===== src/rtl/core/asp_pkg.sv =====
// Shared types and reset values for the ANSI SGR stream parser.
`timescale 1ns / 1ps

package asp_pkg;

    // Color index: 0 black .. 7 white
    typedef logic [2:0] color_t;

    // Font weight: 0 light, 1 normal, 2 medium, 3 bold
    typedef logic [1:0] weight_t;

    // Text attributes carried with every plain word
    typedef struct packed {
        color_t  fg;
        color_t  bg;
        weight_t weight;
        logic    italic;
        logic    underline;
        logic    overline;
        logic    strike;
    } attr_t;

    localparam color_t  COLOR_BLACK   = 3'd0;
    localparam color_t  COLOR_WHITE   = 3'd7;
    localparam weight_t WEIGHT_LIGHT  = 2'd0;
    localparam weight_t WEIGHT_NORMAL = 2'd1;
    localparam weight_t WEIGHT_MEDIUM = 2'd2;
    localparam weight_t WEIGHT_BOLD   = 2'd3;

    localparam attr_t ATTR_RESET = '{
        fg:        COLOR_BLACK,
        bg:        COLOR_WHITE,
        weight:    WEIGHT_MEDIUM,
        italic:    1'b0,
        underline: 1'b0,
        overline:  1'b0,
        strike:    1'b0
    };

endpackage


===== src/rtl/core/asp_sgr_apply.sv =====
// SGR code decoder: applies one select-graphic-rendition code to the attributes.
`timescale 1ns / 1ps

module asp_sgr_apply
(
    input  logic          apply_en,
    input  logic [7:0]    code,
    input  asp_pkg::attr_t attr_in,
    output asp_pkg::attr_t attr_out
);

    localparam logic [7:0] SGR_RESET        = 8'd0;
    localparam logic [7:0] SGR_BOLD         = 8'd1;
    localparam logic [7:0] SGR_LIGHT        = 8'd2;
    localparam logic [7:0] SGR_ITALIC       = 8'd3;
    localparam logic [7:0] SGR_UNDERLINE    = 8'd4;
    localparam logic [7:0] SGR_SWAP         = 8'd7;
    localparam logic [7:0] SGR_STRIKE       = 8'd9;
    localparam logic [7:0] SGR_NORMAL       = 8'd21;
    localparam logic [7:0] SGR_COLORS_DFLT  = 8'd22;
    localparam logic [7:0] SGR_ITALIC_OFF   = 8'd23;
    localparam logic [7:0] SGR_UNDERLN_OFF  = 8'd24;
    localparam logic [7:0] SGR_SWAP_ALT     = 8'd27;
    localparam logic [7:0] SGR_STRIKE_OFF   = 8'd29;
    localparam logic [7:0] SGR_FG_FIRST     = 8'd30;
    localparam logic [7:0] SGR_FG_LAST      = 8'd37;
    localparam logic [7:0] SGR_FG_DFLT      = 8'd39;
    localparam logic [7:0] SGR_BG_FIRST     = 8'd40;
    localparam logic [7:0] SGR_BG_LAST      = 8'd47;
    localparam logic [7:0] SGR_BG_DFLT      = 8'd49;
    localparam logic [7:0] SGR_OVERLINE     = 8'd53;
    localparam logic [7:0] SGR_OVERLN_OFF   = 8'd55;

    logic [7:0] fg_offset;
    logic [7:0] bg_offset;

    assign fg_offset = code - SGR_FG_FIRST;
    assign bg_offset = code - SGR_BG_FIRST;

    // Decode the code and update the selected attribute
    always_comb
    begin
        attr_out = attr_in;
        if (apply_en)
        begin
            case (code)
                SGR_RESET:       attr_out = asp_pkg::ATTR_RESET;
                SGR_BOLD:        attr_out.weight = asp_pkg::WEIGHT_BOLD;
                SGR_LIGHT:       attr_out.weight = asp_pkg::WEIGHT_LIGHT;
                SGR_ITALIC:      attr_out.italic = 1'b1;
                SGR_UNDERLINE:   attr_out.underline = 1'b1;
                SGR_SWAP,
                SGR_SWAP_ALT:
                begin
                    attr_out.fg = attr_in.bg;
                    attr_out.bg = attr_in.fg;
                end
                SGR_STRIKE:      attr_out.strike = 1'b1;
                SGR_NORMAL:      attr_out.weight = asp_pkg::WEIGHT_NORMAL;
                SGR_COLORS_DFLT:
                begin
                    attr_out.fg = asp_pkg::COLOR_BLACK;
                    attr_out.bg = asp_pkg::COLOR_WHITE;
                end
                SGR_ITALIC_OFF:  attr_out.italic = 1'b0;
                SGR_UNDERLN_OFF: attr_out.underline = 1'b0;
                SGR_STRIKE_OFF:  attr_out.strike = 1'b0;
                SGR_FG_DFLT:     attr_out.fg = asp_pkg::COLOR_BLACK;
                SGR_BG_DFLT:     attr_out.bg = asp_pkg::COLOR_WHITE;
                SGR_OVERLINE:    attr_out.overline = 1'b1;
                SGR_OVERLN_OFF:  attr_out.overline = 1'b0;
                default:
                begin
                    // Color ranges; everything else is ignored
                    if (code >= SGR_FG_FIRST && code <= SGR_FG_LAST)
                    begin
                        attr_out.fg = fg_offset[2:0];
                    end
                    else if (code >= SGR_BG_FIRST && code <= SGR_BG_LAST)
                    begin
                        attr_out.bg = bg_offset[2:0];
                    end
                end
            endcase
        end
    end

endmodule


===== src/rtl/core/ansi_sgr_stream_parser_core.sv =====
// Top level of the ANSI SGR stream parser: byte parsing, attribute state, output register.
`timescale 1ns / 1ps

// Takes one terminal byte per word and returns one word per plain byte, tagged with the
// text attributes in force at that byte; ESC and control-sequence bytes give no word.
// Sustained rate is one byte per clock while in_stall is low: a byte sits in an input
// register, the parser and attribute registers are updated from it, and a plain byte lands
// in the output register, which raises out_valid. The rate is set by the loop through the
// parse state and the SGR decoder. A word held in the output register under out_stall
// stalls the input only once the input register is also full and the byte in it would
// produce a word.
module ansi_sgr_stream_parser_core
(
    input  logic       clk,
    input  logic       rst_n,

    input  logic       in_valid,
    output logic       in_stall,
    input  logic [7:0] in_byte,
    input  logic       chunk_end,

    output logic       out_valid,
    input  logic       out_stall,
    output logic [7:0] text_char,
    output logic [2:0] fg_color,
    output logic [2:0] bg_color,
    output logic [1:0] weight,
    output logic       italic_on,
    output logic       underline_on,
    output logic       overline_on,
    output logic       strike_on
);

    localparam logic [7:0] BYTE_ESC      = 8'h1B;
    localparam logic [7:0] BYTE_LBRACKET = 8'h5B;
    localparam logic [7:0] BYTE_SEMI     = 8'h3B;
    localparam logic [7:0] PARAM_MAX     = 8'hFF;
    localparam logic [1:0] FINAL_TAG     = 2'b01;
    localparam logic [3:0] DIGIT_HIGH    = 4'h3;
    localparam logic [3:0] DIGIT_MAX     = 4'd9;

    typedef enum logic [1:0] {
        MODE_PLAIN = 2'd0,
        MODE_ESC   = 2'd1,
        MODE_CSI   = 2'd2
    } mode_t;

    // Input register
    logic       hold_valid_reg;
    logic [7:0] hold_byte_reg;
    logic       hold_last_reg;

    // Parse and attribute state
    mode_t          mode_reg, mode_next;
    logic [7:0]     accum_reg, accum_next;
    logic           digits_reg, digits_next;
    logic           halted_reg, halted_next;
    asp_pkg::attr_t attr_reg, attr_next;

    // Output register
    logic           out_valid_reg, out_valid_next;
    logic [7:0]     text_reg;
    asp_pkg::attr_t out_attr_reg;

    logic        emit;
    logic        out_free;
    logic        advance;
    logic        is_final;
    logic        is_digit;
    logic [11:0] accum_sum;
    logic [7:0]  accum_sat;
    logic        apply_first;
    logic        apply_tail;
    logic        apply_en;
    logic [7:0]  apply_code;
    mode_t       mode_mid;
    logic [7:0]  accum_mid;
    logic        digits_mid;
    logic        halted_mid;

    // Byte classes inside a control sequence
    assign is_final = (hold_byte_reg[7:6] == FINAL_TAG);
    assign is_digit = (hold_byte_reg[7:4] == DIGIT_HIGH) && (hold_byte_reg[3:0] <= DIGIT_MAX);

    // Decimal accumulate with saturation
    assign accum_sum = ({4'b0, accum_reg} << 3) + ({4'b0, accum_reg} << 1)
                     + {8'b0, hold_byte_reg[3:0]};
    assign accum_sat = (accum_sum > {4'b0, PARAM_MAX}) ? PARAM_MAX : accum_sum[7:0];

    // Handshake: drain the input register unless it carries a word the output cannot take
    assign out_free = !out_valid_reg || !out_stall;
    assign advance  = hold_valid_reg && (!emit || out_free);
    assign in_stall = hold_valid_reg && !advance;

    // Parse one byte
    always_comb
    begin
        mode_mid    = mode_reg;
        accum_mid   = accum_reg;
        digits_mid  = digits_reg;
        halted_mid  = halted_reg;
        apply_first = 1'b0;
        emit        = 1'b0;

        case (mode_reg)
            MODE_CSI:
            begin
                if (is_final)
                begin
                    apply_first = digits_reg && !halted_reg;
                    mode_mid    = MODE_PLAIN;
                    accum_mid   = '0;
                    digits_mid  = 1'b0;
                    halted_mid  = 1'b0;
                end
                else if (!halted_reg)
                begin
                    if (is_digit)
                    begin
                        accum_mid  = accum_sat;
                        digits_mid = 1'b1;
                    end
                    else if (hold_byte_reg == BYTE_SEMI && digits_reg)
                    begin
                        apply_first = 1'b1;
                        accum_mid   = '0;
                        digits_mid  = 1'b0;
                    end
                    else
                    begin
                        // Anything else stops parsing for the rest of the sequence
                        apply_first = digits_reg;
                        halted_mid  = 1'b1;
                        accum_mid   = '0;
                        digits_mid  = 1'b0;
                    end
                end
            end
            MODE_ESC:
            begin
                mode_mid   = (hold_byte_reg == BYTE_LBRACKET) ? MODE_CSI : MODE_PLAIN;
                accum_mid  = '0;
                digits_mid = 1'b0;
                halted_mid = 1'b0;
            end
            default:
            begin
                if (hold_byte_reg == BYTE_ESC)
                begin
                    mode_mid = MODE_ESC;
                end
                else
                begin
                    mode_mid = MODE_PLAIN;
                    emit     = hold_valid_reg;
                end
            end
        endcase

        // Chunk end: flush the pending field and drop back to plain text
        apply_tail  = hold_last_reg && (mode_mid == MODE_CSI) && digits_mid && !halted_mid;
        mode_next   = mode_mid;
        accum_next  = accum_mid;
        digits_next = digits_mid;
        halted_next = halted_mid;
        if (hold_last_reg)
        begin
            mode_next   = MODE_PLAIN;
            accum_next  = '0;
            digits_next = 1'b0;
            halted_next = 1'b0;
        end
    end

    // At most one code is applied per byte
    assign apply_en   = apply_first || apply_tail;
    assign apply_code = apply_first ? accum_reg : accum_mid;

    asp_sgr_apply u_sgr_apply
    (
        .apply_en (apply_en),
        .code     (apply_code),
        .attr_in  (attr_reg),
        .attr_out (attr_next)
    );

    assign out_valid_next = (out_valid_reg && out_stall) || (emit && advance);

    // Hold input word, control state, attributes and output word
    always_ff @(posedge clk or negedge rst_n)
    begin
        if (!rst_n)
        begin
            hold_valid_reg <= 1'b0;
            hold_byte_reg  <= '0;
            hold_last_reg  <= 1'b0;
            mode_reg       <= MODE_PLAIN;
            accum_reg      <= '0;
            digits_reg     <= 1'b0;
            halted_reg     <= 1'b0;
            attr_reg       <= asp_pkg::ATTR_RESET;
            out_valid_reg  <= 1'b0;
            text_reg       <= '0;
            out_attr_reg   <= asp_pkg::ATTR_RESET;
        end
        else
        begin
            if (!in_stall)
            begin
                hold_valid_reg <= in_valid;
            end
            if (!in_stall && in_valid)
            begin
                hold_byte_reg <= in_byte;
                hold_last_reg <= chunk_end;
            end
            if (advance)
            begin
                mode_reg   <= mode_next;
                accum_reg  <= accum_next;
                digits_reg <= digits_next;
                halted_reg <= halted_next;
                attr_reg   <= attr_next;
            end
            out_valid_reg <= out_valid_next;
            if (emit && advance)
            begin
                text_reg     <= hold_byte_reg;
                out_attr_reg <= attr_reg;
            end
        end
    end

    assign out_valid    = out_valid_reg;
    assign text_char    = text_reg;
    assign fg_color     = out_attr_reg.fg;
    assign bg_color     = out_attr_reg.bg;
    assign weight       = out_attr_reg.weight;
    assign italic_on    = out_attr_reg.italic;
    assign underline_on = out_attr_reg.underline;
    assign overline_on  = out_attr_reg.overline;
    assign strike_on    = out_attr_reg.strike;

endmodule

===== config.mk =====
export PLATFORM = sky130hd
export DESIGN_NAME = ansi_sgr_stream_parser_core
export DESIGN_NICKNAME = d
export VERILOG_FILES = /design/src/rtl/core/asp_pkg.sv /design/src/rtl/core/asp_sgr_apply.sv /design/src/rtl/core/ansi_sgr_stream_parser_core.sv
export SDC_FILE = /design/constraint.sdc
export NUM_CORES = 1
export LEC_CHECK = 0
export BUFFER_PORTS_ARGS = -buffer_cell sky130_fd_sc_hd__clkbuf_2
export CORE_MARGIN = 1.5
export CORE_UTILIZATION = 56
export CTS_BUF_LIST = sky130_fd_sc_hd__clkbuf_4 sky130_fd_sc_hd__clkbuf_8
export CTS_CLUSTER_DIAMETER = 30
export CTS_CLUSTER_SIZE = 24
export DETAILED_ROUTE_END_ITERATION = 10
export PLACE_DENSITY_LB_ADDON = 0.12
export SKIP_CTS_REPAIR_TIMING = 1
export SLEW_MARGIN = 20
export SYNTH_ARGS = -nofsm -noshare
export SYNTH_HDL_FRONTEND = slang
export SYNTH_SLANG_ARGS = --single-unit

===== constraint.sdc =====
create_clock -name clk -period 3.95 [get_ports clk]
set_input_delay 0.1975 -clock clk [delete_from_list [all_inputs] [get_ports clk]]
set_output_delay 0.1975 -clock clk [all_outputs]
set_load 0.005 [all_outputs]

==> summary.txt, run 1 <==
Global routing
  – Largest net degree at the start of global routing: 56
  – First-pass GRT wire length: approximately 16000 µm
  – Overall global routing resource usage: between 20 and 30%
  – Total gr overflow: 0
  – Initial antenna violation count: 0
  – Vias in the first global route: about 3400

Critical path
  – FF-to-FF path depth: 15
  – CP max FO: 5
  – RR Startpoint: accum_reg[2]$_DFFE_PN0P_
  – WS Path Type: reg -> reg
  – Required @ worst endpoint: 4.21 ns
  – CP cell instances: inv_2 -> fa_1 -> inv_2 -> fa_2 -> a211oi_2 -> o31ai_2 -> o211ai_1 -> nand4b_1 -> buf_6 -> or2_4 -> a31oi_4 -> nand4_1 -> o22a_1 -> or3_4 -> o22a_1
  – Endpoint class of the critical path: register
  – Reg2reg setup slack: -0.02 ns
  – Worst Path Arrival: 4.23 ns
  – CP Launch Point: accum_reg[2]$_DFFE_PN0P_
  – CP Launch Type: register
  – Critical Path End: attr_reg[7]$_DFFE_PN1P_
  – RR Endpoint: attr_reg[7]$_DFFE_PN1P_
  – CP max stage cell: fa_1
  – CP peak stage delay: between 0.5 and 0.6 ns

STA
  – Final setup fails: 3
  – Least-Margin Pin Slew: between 0.9 and 1 ns
  – Final min period: 3.972 ns
  – Fin Hold WS: -0.01829 ns
  – Final Hold Fails: 9
  – Final Max Tran Viols: 0
  – F_max: ~0.25 GHz
  – Fin worst setup slack: -0.02241 ns
  – Slew HR: a little over a third
  – RSZ-0062 raised after global routing: true
  – Layout Skew: approximately 0.012 ns
  – Fin crit share: 100.6%

Floorplan
  – Effective utilization at floorplan: just under 60%
  – Top Ports: 35
  – # rows: 29
  – Die height: around 84 µm
  – Die Span X: 84.20 µm
  – Area of the core: roughly 6300 µm²
  – Die area: between 7000 and 8000 µm²

Synth
  – Syn Nets: about 420
  – Yosys cell types: 78
  – FF+latch count, synth: 55
  – Sequential area share after synthesis: 37.55%
  – Post-synthesis compound-gate area fraction: roughly 24%
  – Post-Synth Simple-Gate Area: between 15 and 20%
  – Post-synth top flop: dfrtp_1
  – Synth Instances: 385
  – Post-synth EDFFs: 0
  – Synth async-reset ratio: 100.0%
  – Syn Area/Cell: around 9.6 µm²
  – Post-Synth XOR/XNOR Area: 0.4744%
  – Mux cell area share after synthesis: 9.929%
  – Largest family of logic cells by synthesized area: compound AO/OA/AOI/OAI gates
  – Synth Cell Area: between 3000 and 4000 µm²
  – Synth Area in Adders: just over 7%
  – Synth Warn #: 0

Final layout
  – Share of cells above drive strength 1: ~38%
  – # diodes: 0
  – Max reg flops: 12
  – Area grow syn2layout: 23.99%
  – Nets@finish: slightly above 500

Clocking
  – H-tree depth: 2
  – CTS max path bufs: 2
  – CTS clk-pin slew, worst paths: between 0.1 and 0.15 ns
  – CTS tree: built
  – # clock sinks: 55
  – TritonCTS Buffers: 5
  – Root Buffer: clkbuf_8
  – Clk_lat worst skew: ~0.32 ns

Placement
  – Detail Placement HPWL: approximately 7300 µm
  – Placer congestion estimate: 0.9422
  – Worst slack, placed: -0.1951 ns
  – Number of I/O port buffers: 34

Run
  – Max cap viols: 0

Power
  – Static leakage: 0.002145 µW
  – Worst VDD drop: 286.9 µV
  – Pwr Density: 319.0 nW/µm²

Drt
  – Number of remaining DRC errors: 0
  – DR vias: 3377
  – DR WL/cell: between 15 and 20 µm
  – Initial DRT Pass Iterations: 5
  – Drt first-iter violations: between 200 and 300
  – Antenna viol nets, final: 0
  – Vias/cell: around 6.1
  – Detailed Route WL: between 9000 and 10000 µm

Worst hold path
  – Min-Delay Path Class: in -> async

Run status
  – Failing checks: negative hold slack, negative setup slack
  – Status: finished with violations
-- cells in the mapped netlist (all sizes together), types with 2 or more instances --
master,number,share of area [%]
nor2b,2,0.34
a21oi,21,3.0
nor4,5,1.2
nand4,5,1.0
a31oi,3,0.68
nand2,52,5.3
mux2i,4,1.1
a211oi,12,2.7
o21a,4,0.81
buf,5,0.81
and3b,3,0.75
a21o,6,1.2
a22o,4,0.95
clkbuf,6,0.61
nand2b,4,0.68
and2,4,0.71
ha,18,6.1
fa,2,1.1
a31o,3,0.71
or3,3,0.64
o21ai,26,3.5
a211o,2,0.47
nand3,8,1.1
nor2,19,2.0
inv,16,1.6
a22oi,2,0.41
o22ai,4,0.68
or2,6,1.0
o211ai,8,1.8
dfstp,8,5.7
o22a,5,1.2
mux2,29,8.8
nand4b,2,0.47
o31ai,4,1.1
dfrtp,47,32
and3,3,0.54
nor3,6,0.81
o31a,3,0.71
-- cell type report --
class | instances | area (µm²)
Sequential cell | 55 | 1386
Clock buffer | 6 | 76.32
Clock inverter | 2 | 38.79
Inverter | 16 | 60.06
Multi-Input combinational cell | 303 | 2313
Fill cell | 491 | 1772
Timing Repair Buffer | 92 | 606.8
Tap cell | 77 | 96.34
-- worst min-delay path by stage --
stage | startpoint | end | cells after the start
after floorplan | rst_n | accum_reg[0]$_DFFE_PN0P_ | 0
after global placement | rst_n | accum_reg[7]$_DFFE_PN0P_ | 2
after detailed placement | rst_n | accum_reg[7]$_DFFE_PN0P_ | 2
after CTS | rst_n | accum_reg[7]$_DFFE_PN0P_ | 2
after global routing | rst_n | italic_on$_DFFE_PN0P_ | 2
final | rst_n | accum_reg[7]$_DFFE_PN0P_ | 2
-- report_power, final --
group	switching [µW]	internal, µW
logic	210	197
registers	39.0	617
clock network	198	199
total	447	1010
-- cell families after synthesis --
family	count (synthesis)
compound gates	121
flops	55
mux	33
simple gates	127
buf+inv	27
fa+ha+maj	20
xor+xnor	2
-- critical path, delay by kind of cell (launching register included) --
| kind | cells | cell delay, ns |
|---|---|---|
| adders and majority gates | 2 | 0.92 |
| and+or+nand+nor | 4 | 1.06 |
| buffers and inverters | 3 | 0.29 |
| DFF | 1 | 0.37 |
| AOI/OAI and AO/OA | 6 | 1.30 |
-- per-stage QoR --
step | cell area (µm²) | total power (µW) | instances | setup TNS (ns) | utilization, %
after floorplan | 3692 | 871.0 | 385 | 0 | -
after global placement | 4297 | 1025 | 537 | -0.9848 | 67.66
after detailed placement | 4297 | 1031 | 537 | -1.489 | 67.66
after CTS | 4412 | 1428 | 545 | -1.740 | 69.48
after global routing | 4578 | 1530 | 551 | -1.301 | 72.10
final | 4578 | 1460 | 551 | -0.05353 | 72.10
-- layout by cell type (no fill, tap or decap), types with 6 or more instances in the layout --
cell / count
o21ai_0: 24
dfstp_2: 8
nand2_1: 51
o211ai_1: 7
buf_4: 56
clkbuf_2: 34
dfrtp_1: 47
a21oi_1: 17
mux2_2: 28
nor2_1: 16
nand3_1: 8
a21o_1: 6
ha_1: 17
inv_1: 12
a211oi_1: 8
-- per-layer routing --
| layer | vias to the layer above | wire length [µm] | global-route usage (%) |
|---|---|---|---|
| met3 | 22 | 555 | 4.621 |
| met4 | 0 | 225 | 10.58 |
| met1 | 1602 | 4385 | 39.07 |
| met2 | 135 | 4668 | 44.51 |
| met5 | - | 0 | 0 |
| li1 | 1618 | - | - |
Note: power is estimated with default switching activity, not from simulation.
==> run 2, diff against run 1 <==
Clock period 3.95 ns to 3.2 ns, I/O delays scaled along.
==> run 2 against run 1 <==
Net effect: the flow finishes with violations (negative setup slack); wire length increased by 8.8%; count of clock-buffer cells in the layout decreased by 1; worst setup slack got worse by 0.72 ns; sequential share of layout area decreased by 2.6 points; non-clock buffer count increased by 54; power increased by 24%; core utilization increased by 6.9 points; final cell count increased by 9.8%; flip-flop and latch count unchanged; combinational power increased by 43%; final area increased by 9.5%; critical path type unchanged.
==> summary.txt, run 2 (synthesized netlist as in run 1, its figures left out) <==
Run status
  – Failing checks: negative setup slack
  – Status: finished with violations

STA
  – Slew HR: 52.72% (+17 points)
  – Final Max Tran Viols: 0 (unchanged)
  – Least-Margin Pin Slew: 0.7092 ns (-0.2475 ns)
  – Fin worst setup slack: -0.7469 ns (-0.7245 ns)
  – RSZ-0062 raised after global routing: true
  – Fin crit share: 123.3% (+23 points)
  – Total Negative Setup Slacks: -7.681 ns (-7.627 ns)
  – Fin Hold WS: 0.03742 ns (+0.05570 ns)
  – Final min period: 3.947 ns (-0.02553 ns)
  – Final setup fails: 12 (+9)
  – Layout Skew: 0.005561 ns (-0.006587 ns)
  – Final Hold Fails: 0 (-9)
  – F_max: 0.2534 GHz (+0.65%)

Final layout
  – Area grow syn2layout: 35.82%
  – Max reg flops: 12 (unchanged)
  – # diodes: 0 (unchanged)
  – Most frequent cells in the layout: buf_4 (107), nand2_1 (49), dfrtp_1 (47), clkbuf_2 (34), mux2_2 (27)
  – Share of cells above drive strength 1: 44.70% (+6.9 points)
  – Non-Filler Instances: 605 (+9.8%)
  – Nets@finish: 560 (+11%)
  – Post-Layout Inst Area: 5015 µm² (+9.5%)
  – Commonest non-fill, non-tap cell in the layout: buf_4

Floorplan
  – Die Span X: 84.20 µm (unchanged)
  – Effective utilization at floorplan: 58.15% (unchanged)
  – Die height: 84.20 µm (unchanged)
  – Top Ports: 35 (unchanged)
  – # rows: 29 (unchanged)
  – Die area: 7090 µm² (unchanged)
  – Area of the core: 6350 µm² (unchanged)

Drt
  – Number of remaining DRC errors: 0 (unchanged)
  – Drt first-iter violations: 248 (-7.8%)
  – Vias/cell: 6.124 (about the same)
  – DR WL/cell: 17.69 µm (-0.88%)
  – Detailed Route WL: 10700 µm (+8.8%)
  – Antenna viol nets, final: 0 (unchanged)
  – DR vias: 3705 (+9.7%)
  – Initial DRT Pass Iterations: 5 (unchanged)

Global routing
  – Initial antenna violation count: 0 (unchanged)
  – Total gr overflow: 0 (unchanged)
  – First-pass GRT wire length: 16840 µm (+6.4%)
  – Overall global routing resource usage: 29.80% (+1.7 points)
  – Largest net degree at the start of global routing: 30 (-46%)
  – Vias in the first global route: 3488 (+4.1%)

Critical path
  – CP Launch Point: hold_byte_reg[3]$_DFFE_PN0P_
  – Worst Path Arrival: 4.20 ns (-0.03 ns)
  – CP max stage cell: fa_1
  – Crit-path most repeated cell: inv_2
  – CP cell instances: inv_2 -> fa_1 -> inv_2 -> fa_2 -> a211oi_2 -> o31ai_2 -> o211ai_1 -> nand4b_1 -> buf_6 -> o31ai_2 -> nand2_2 -> inv_2 -> nor2_1 -> a31o_2 -> or3_4 -> o22a_1
  – CP peak stage delay: 0.54 ns (-0.02 ns)
  – Endpoint class of the critical path: register
  – RR Startpoint: hold_byte_reg[3]$_DFFE_PN0P_
  – CP max FO: 7 (+2)
  – CP Launch Type: register
  – WS Path Type: reg -> reg
  – FF-to-FF path depth: 16 (+1)
  – Required @ worst endpoint: 3.46 ns (-0.75 ns)

Clocking
  – Root Buffer: clkbuf_8
  – CTS tree: built
  – TritonCTS Buffers: 5 (unchanged)
  – Clk_lat worst skew: 0.32 ns (about the same)
  – CTS clk-pin slew, worst paths: 0.11 ns (about the same)
  – H-tree depth: 2 (unchanged)
  – CTS max path bufs: 2 (unchanged)
  – # clock sinks: 55 (unchanged)

Power
  – Total Power: 1804 µW (+24%)
  – Pwr Density: 359.7 nW/µm² (+13%)
  – Worst VDD drop: 291.2 µV (+1.5%)
  – Static leakage: 0.002410 µW (+12%)

Placement
  – Dpl cells: 586 (+9.1%)
  – Detail Placement HPWL: 7976 µm (+8.8%)
  – Post-Place Cell Area: 4705 µm² (+9.5%)
  – Placer congestion estimate: 0.9752 (+3.5%)
  – Number of I/O port buffers: 34 (unchanged)

Worst hold path
  – Hold Path Stages: 2
  – Min-Delay Path Class: in -> reg
  – Hold wc startpoint: in_valid

Run
  – Max cap viols: 0 (unchanged)
==> run 2: changes by cell type in the layout (fill, tap and decap cells not counted), sizes merged <==
| cell | before | now |
|---|---|---|
| dlygate4sd3 | 0 | 1 |
| clkbuf | 40 | 39 |
| clkinvlp | 0 | 1 |
| bufinv | 1 | 0 |
| buf | 58 | 111 |
| clkinv | 0 | 1 |
==> run 2: layout make-up <==
cell class | count | area, µm²
clock buffers | 5 | 68.82
repair buffers | 146 | 1037
fillers | 427 | 1335
clock inverters | 3 | 23.77
multi-input cells | 303 | 2342
flip-flops and latches | 55 | 1386
inverters | 16 | 60.06
well taps | 77 | 96.34
==> run 2: per-layer routing <==
layer,track usage (%),part of all wire (%),vias up
met3,6.195,6.5,22
li1,-,-,1729
met1,41.33,44,1795
met2,48.00,47,159
met4,7.750,2.1,0
met5,0,0,-
==> run 2: worst paths after layout <==
kind,end,slack [ns]
worst max-delay path,attr_reg[8]$_DFFE_PN1P_,-0.75
worst min-delay path,hold_valid_reg$_DFFE_PN0N_,0.04
worst max register to register,attr_reg[8]$_DFFE_PN1P_,-0.75
worst min register to register,fg_color[0]$_DFFE_PN0P_,0.49
max in group asynchronous,weight[1]$_DFFE_PN1P_,1.91
min in group asynchronous,fg_color[0]$_DFFE_PN0P_,0.41
==> run 2: power by group <==
| part | leakage [µW] | total [µW] | switching (µW) | internal (µW) |
|---|---|---|---|---|
| registers | 0.000677 | 809 | 47.1 | 762 |
| clock network | 0.0000461 | 414 | 255 | 159 |
| logic | 0.00169 | 581 | 282 | 299 |
==> run 2: worst max-delay path, delay by kind of cell, from the launching register on <==
family | cells | cell delay [ns]
flip-flops | 1 | 0.37
AO/OA/AOI/OAI | 6 | 1.42
buffers and inverters | 4 | 0.39
AND/OR/NAND/NOR | 4 | 0.80
adder cells (fa/ha/maj) | 2 | 0.89
==> run 2: metrics by stage <==
stage,setup WS [ns],utilization [%]
final,-0.7469,78.98
after floorplan,-0.5398,-
after detailed placement,-0.7230,74.09
after CTS,-0.7672,75.55
after global placement,-0.6324,74.09
after global routing,-0.9399,78.98
==> run 3, diff against run 2 <==
Settings changed: ABC_AREA from default to 1.
==> run 3 against run 2 <==
Net effect: the run ends with negative hold slack, negative setup slack left; power down 10%; final cell count up 9.8%; flip-flop and latch count unchanged; critical path type unchanged; highest routed layer unchanged; critical path depth up 6.
==> summary.txt, run 3 <==
Run status
  – Failing checks: negative hold slack, negative setup slack
  – Status: finished with violations

Critical path
  – RR Startpoint: accum_reg[2]$_DFFE_PN0P_
  – Worst Path Arrival: 3.60 ns (-0.60 ns)
  – Reg2reg setup slack: -0.18 ns (+0.57 ns)
  – CP Launch Point: accum_reg[2]$_DFFE_PN0P_
  – CP max stage cell: dfrtp_1
  – Required @ worst endpoint: 3.41 ns (-0.05 ns)
  – CP peak stage delay: 0.40 ns (-0.14 ns)
  – WS Path Type: reg -> reg
  – Endpoint class of the critical path: register
  – CP Launch Type: register
  – CP max FO: 8 (+1)
  – CP top delay family: simple AND/OR/NAND/NOR gates
  – Crit path buf inv count: 1 (-3)
  – CP cell instances: buf_4 -> ha_1 -> ha_1 -> or2_1 -> nand3b_1 -> nand2_1 -> nand2_1 -> nand2_2 -> nor2_8 -> nand3_2 -> nand2_2 -> nand3_4 -> nor2_4 -> nor2_8 -> nor2_8 -> nand3_4 -> nand2_4 -> nor2_4 -> nand2_4 -> nand2_4 -> nand2_2 -> nand2_1

Synth
  – FF+latch count, synth: 55 (unchanged)
  – Post-synthesis compound-gate area fraction: 10.34% (-14 points)
  – Mux cell area share after synthesis: 3.458% (-6.5 points)
  – Cell taking the most area after synthesis: dfrtp_1
  – Synth Cell Area: 3907 µm² (+5.8%)
  – Syn Nets: 539 (+29%)
  – Post-Synth XOR/XNOR Area: 0.4483% (-0.026 points)
  – Post-synth top flop: dfrtp_1
  – Syn Area/Cell: 7.722 µm² (-19%)
  – Post-Synth Simple-Gate Area: 36.98% (+19 points)
  – Synth Instances: 506 (+31%)
  – Synth area leaders: dfrtp_1 (30%), nand2_1 (13%), ha_1 (5.8%), nand3_1 (5.5%), dfstp_2 (5.4%)
  – Synth async-reset ratio: 100.0% (unchanged)
  – Commonest cells post-synth: nand2_1 (131), inv_1 (49), dfrtp_1 (47), nor2_1 (44), nand3_1 (43)
  – Area share of the largest cell type after synthesis: 30.10% (-1.8 points)
  – Sequential area share after synthesis: 35.48% (-2.1 points)
  – Post-synth EDFFs: 0 (unchanged)
  – Most frequent cell after synthesis: nand2_1
  – Synth Warn #: 0 (unchanged)
  – Yosys cell types: 43 (-45%)
  – Largest family of logic cells by synthesized area: simple AND/OR/NAND/NOR gates
  – Synth Area in Adders: 6.788% (-0.40 points)

Power
  – Worst VDD drop: 312.0 µV (+7.2%)
  – Pwr Density: 335.4 nW/µm² (-6.8%)
  – Static leakage: 0.002366 µW (-1.8%)

Final layout
  – Post-layout util: 71.67% (-7.3 points)
  – Area grow syn2layout: 23.92%
  – # diodes: 0 (unchanged)
  – Commonest non-fill, non-tap cell in the layout: nand2_1
  – Max reg flops: 12 (unchanged)
  – Nets@finish: 616 (+10%)
  – Most frequent cells in the layout: nand2_1 (112), dfrtp_1 (47), inv_1 (45), buf_4 (43), nor2_1 (36)
  – Filler Cells Inserted: 547 (+28%)
  – Post-Layout Inst Area: 4842 µm² (-3.4%)
  – Share of cells above drive strength 1: 36.82% (-7.9 points)

STA
  – Slew HR: 38.30% (-14 points)
  – Least-Margin Pin Slew: 0.9255 ns (+0.2163 ns)
  – Fin crit share: 105.6% (-18 points)
  – RSZ-0062 raised after global routing: true
  – Layout Skew: 0.004138 ns (-0.001423 ns)
  – F_max: 0.2958 GHz (+17%)
  – Final Hold Fails: 26 (+26)
  – Fin Hold WS: -0.03166 ns (-0.06907 ns)
  – Final setup fails: 12 (unchanged)
  – Final Max Tran Viols: 0 (unchanged)
  – Fin worst setup slack: -0.1807 ns (+0.5662 ns)
  – Final min period: 3.381 ns (-0.5662 ns)

Drt
  – Drt first-iter violations: 185 (-25%)
  – DR vias: 3585 (-3.2%)
  – Detailed Route WL: 9178 µm (-14%)
  – Antenna viol nets, final: 0 (unchanged)
  – Number of remaining DRC errors: 0 (unchanged)
  – DR WL/cell: 13.82 µm (-22%)
  – Initial DRT Pass Iterations: 4 (-1)
  – Vias/cell: 5.399 (-12%)

Floorplan
  – Area of the core: 6756 µm² (+6.4%)
  – # rows: 30 (+3.4%)
  – Top Ports: 35 (unchanged)
  – Effective utilization at floorplan: 57.83% (-0.31 points)
  – Die area: 7487 µm² (+5.6%)
  – Die Span X: 86.53 µm (+2.8%)
  – Die height: 86.53 µm (+2.8%)

Placement
  – Placer congestion estimate: 0.9421 (-3.4%)
  – Number of I/O port buffers: 34 (unchanged)
  – Post-Place Cell Area: 4444 µm² (-5.5%)
  – Detail Placement HPWL: 6835 µm (-14%)

Clocking
  – CTS clk-pin slew, worst paths: 0.10 ns (about the same)
  – CTS max path bufs: 2 (unchanged)
  – TritonCTS Buffers: 5 (unchanged)
  – Clk_lat worst skew: 0.31 ns (about the same)
  – CTS tree: built
  – # clock sinks: 55 (unchanged)
  – Root Buffer: clkbuf_8
  – H-tree depth: 2 (unchanged)

Global routing
  – Initial antenna violation count: 0 (unchanged)
  – Total gr overflow: 0 (unchanged)
  – Vias in the first global route: 3422 (-1.9%)
  – First-pass GRT wire length: 15790 µm (-6.2%)
  – Largest net degree at the start of global routing: 36 (+20%)
  – Overall global routing resource usage: 26.34% (-3.5 points)

Worst hold path
  – Min-Delay Path Class: in -> async

Run
  – Max cap viols: 0 (unchanged)
## run 3: layer usage
metal / global-route usage, % / routed length [µm] / vias to the layer above
li1: - / - / 1803
met1: 36.39 / 4251 / 1672
met2: 42.61 / 4344 / 96
met3: 5.143 / 462 / 14
met4: 6.745 / 120 / 0
met5: 0 / 0 / -
## run 3: worst paths after layout
path                                            endpoint  cells after the start
worst max-delay path            attr_reg[10]$_DFFE_PN0P_                     22
worst min-delay path            accum_reg[7]$_DFFE_PN0P_                      1
worst max register to register  attr_reg[10]$_DFFE_PN0P_                     22
worst min register to register   attr_reg[6]$_DFFE_PN1P_                      2
max in group asynchronous        fg_color[0]$_DFFE_PN0P_                      2
min in group clk                     out_valid$_DFF_PN0_                      3
## run 3: area by class of cell
| type | count | area (µm²) | share of cell area, % |
|---|---|---|---|
| Timing Repair Buffer | 80 | 526.8 | 10.88 |
| Inverter | 56 | 210.2 | 4.341 |
| Tap cell | 80 | 100.1 | 2.067 |
| Multi-Input combinational cell | 385 | 2482 | 51.27 |
| Sequential cell | 55 | 1386 | 28.63 |
| Clock buffer | 6 | 76.32 | 1.576 |
| Clock inverter | 2 | 60.06 | 1.240 |
## run 3: stage by stage
stage / worst slack, ns / power, µW / std cells / TNS (ns)
2_1_floorplan: 0.03278 / 958.6 / 506 / 0
3_3_place_gp: -0.1815 / 1073 / 651 / -1.484
3_5_place_dp: -0.2391 / 1080 / 651 / -1.930
4_1_cts: -0.2780 / 1636 / 659 / -2.498
5_1_grt: -0.3958 / 1697 / 664 / -4.255
6_report: -0.1807 / 1624 / 664 / -1.614
## run 3: logic make-up after synthesis
group	count (synthesis)
simple gates	284
compound gates	67
buf+inv	66
flops	55
fa+ha+maj	20
mux	12
xor+xnor	2
## run 3: report_power, final
part	switching (µW)	total [µW]	internal [µW]	leakage [µW]
registers	36.4	800	763	0.000646
clock network	233	555	321	0.0000688
logic	151	270	119	0.00165
total	420	1620	1200	0.00237
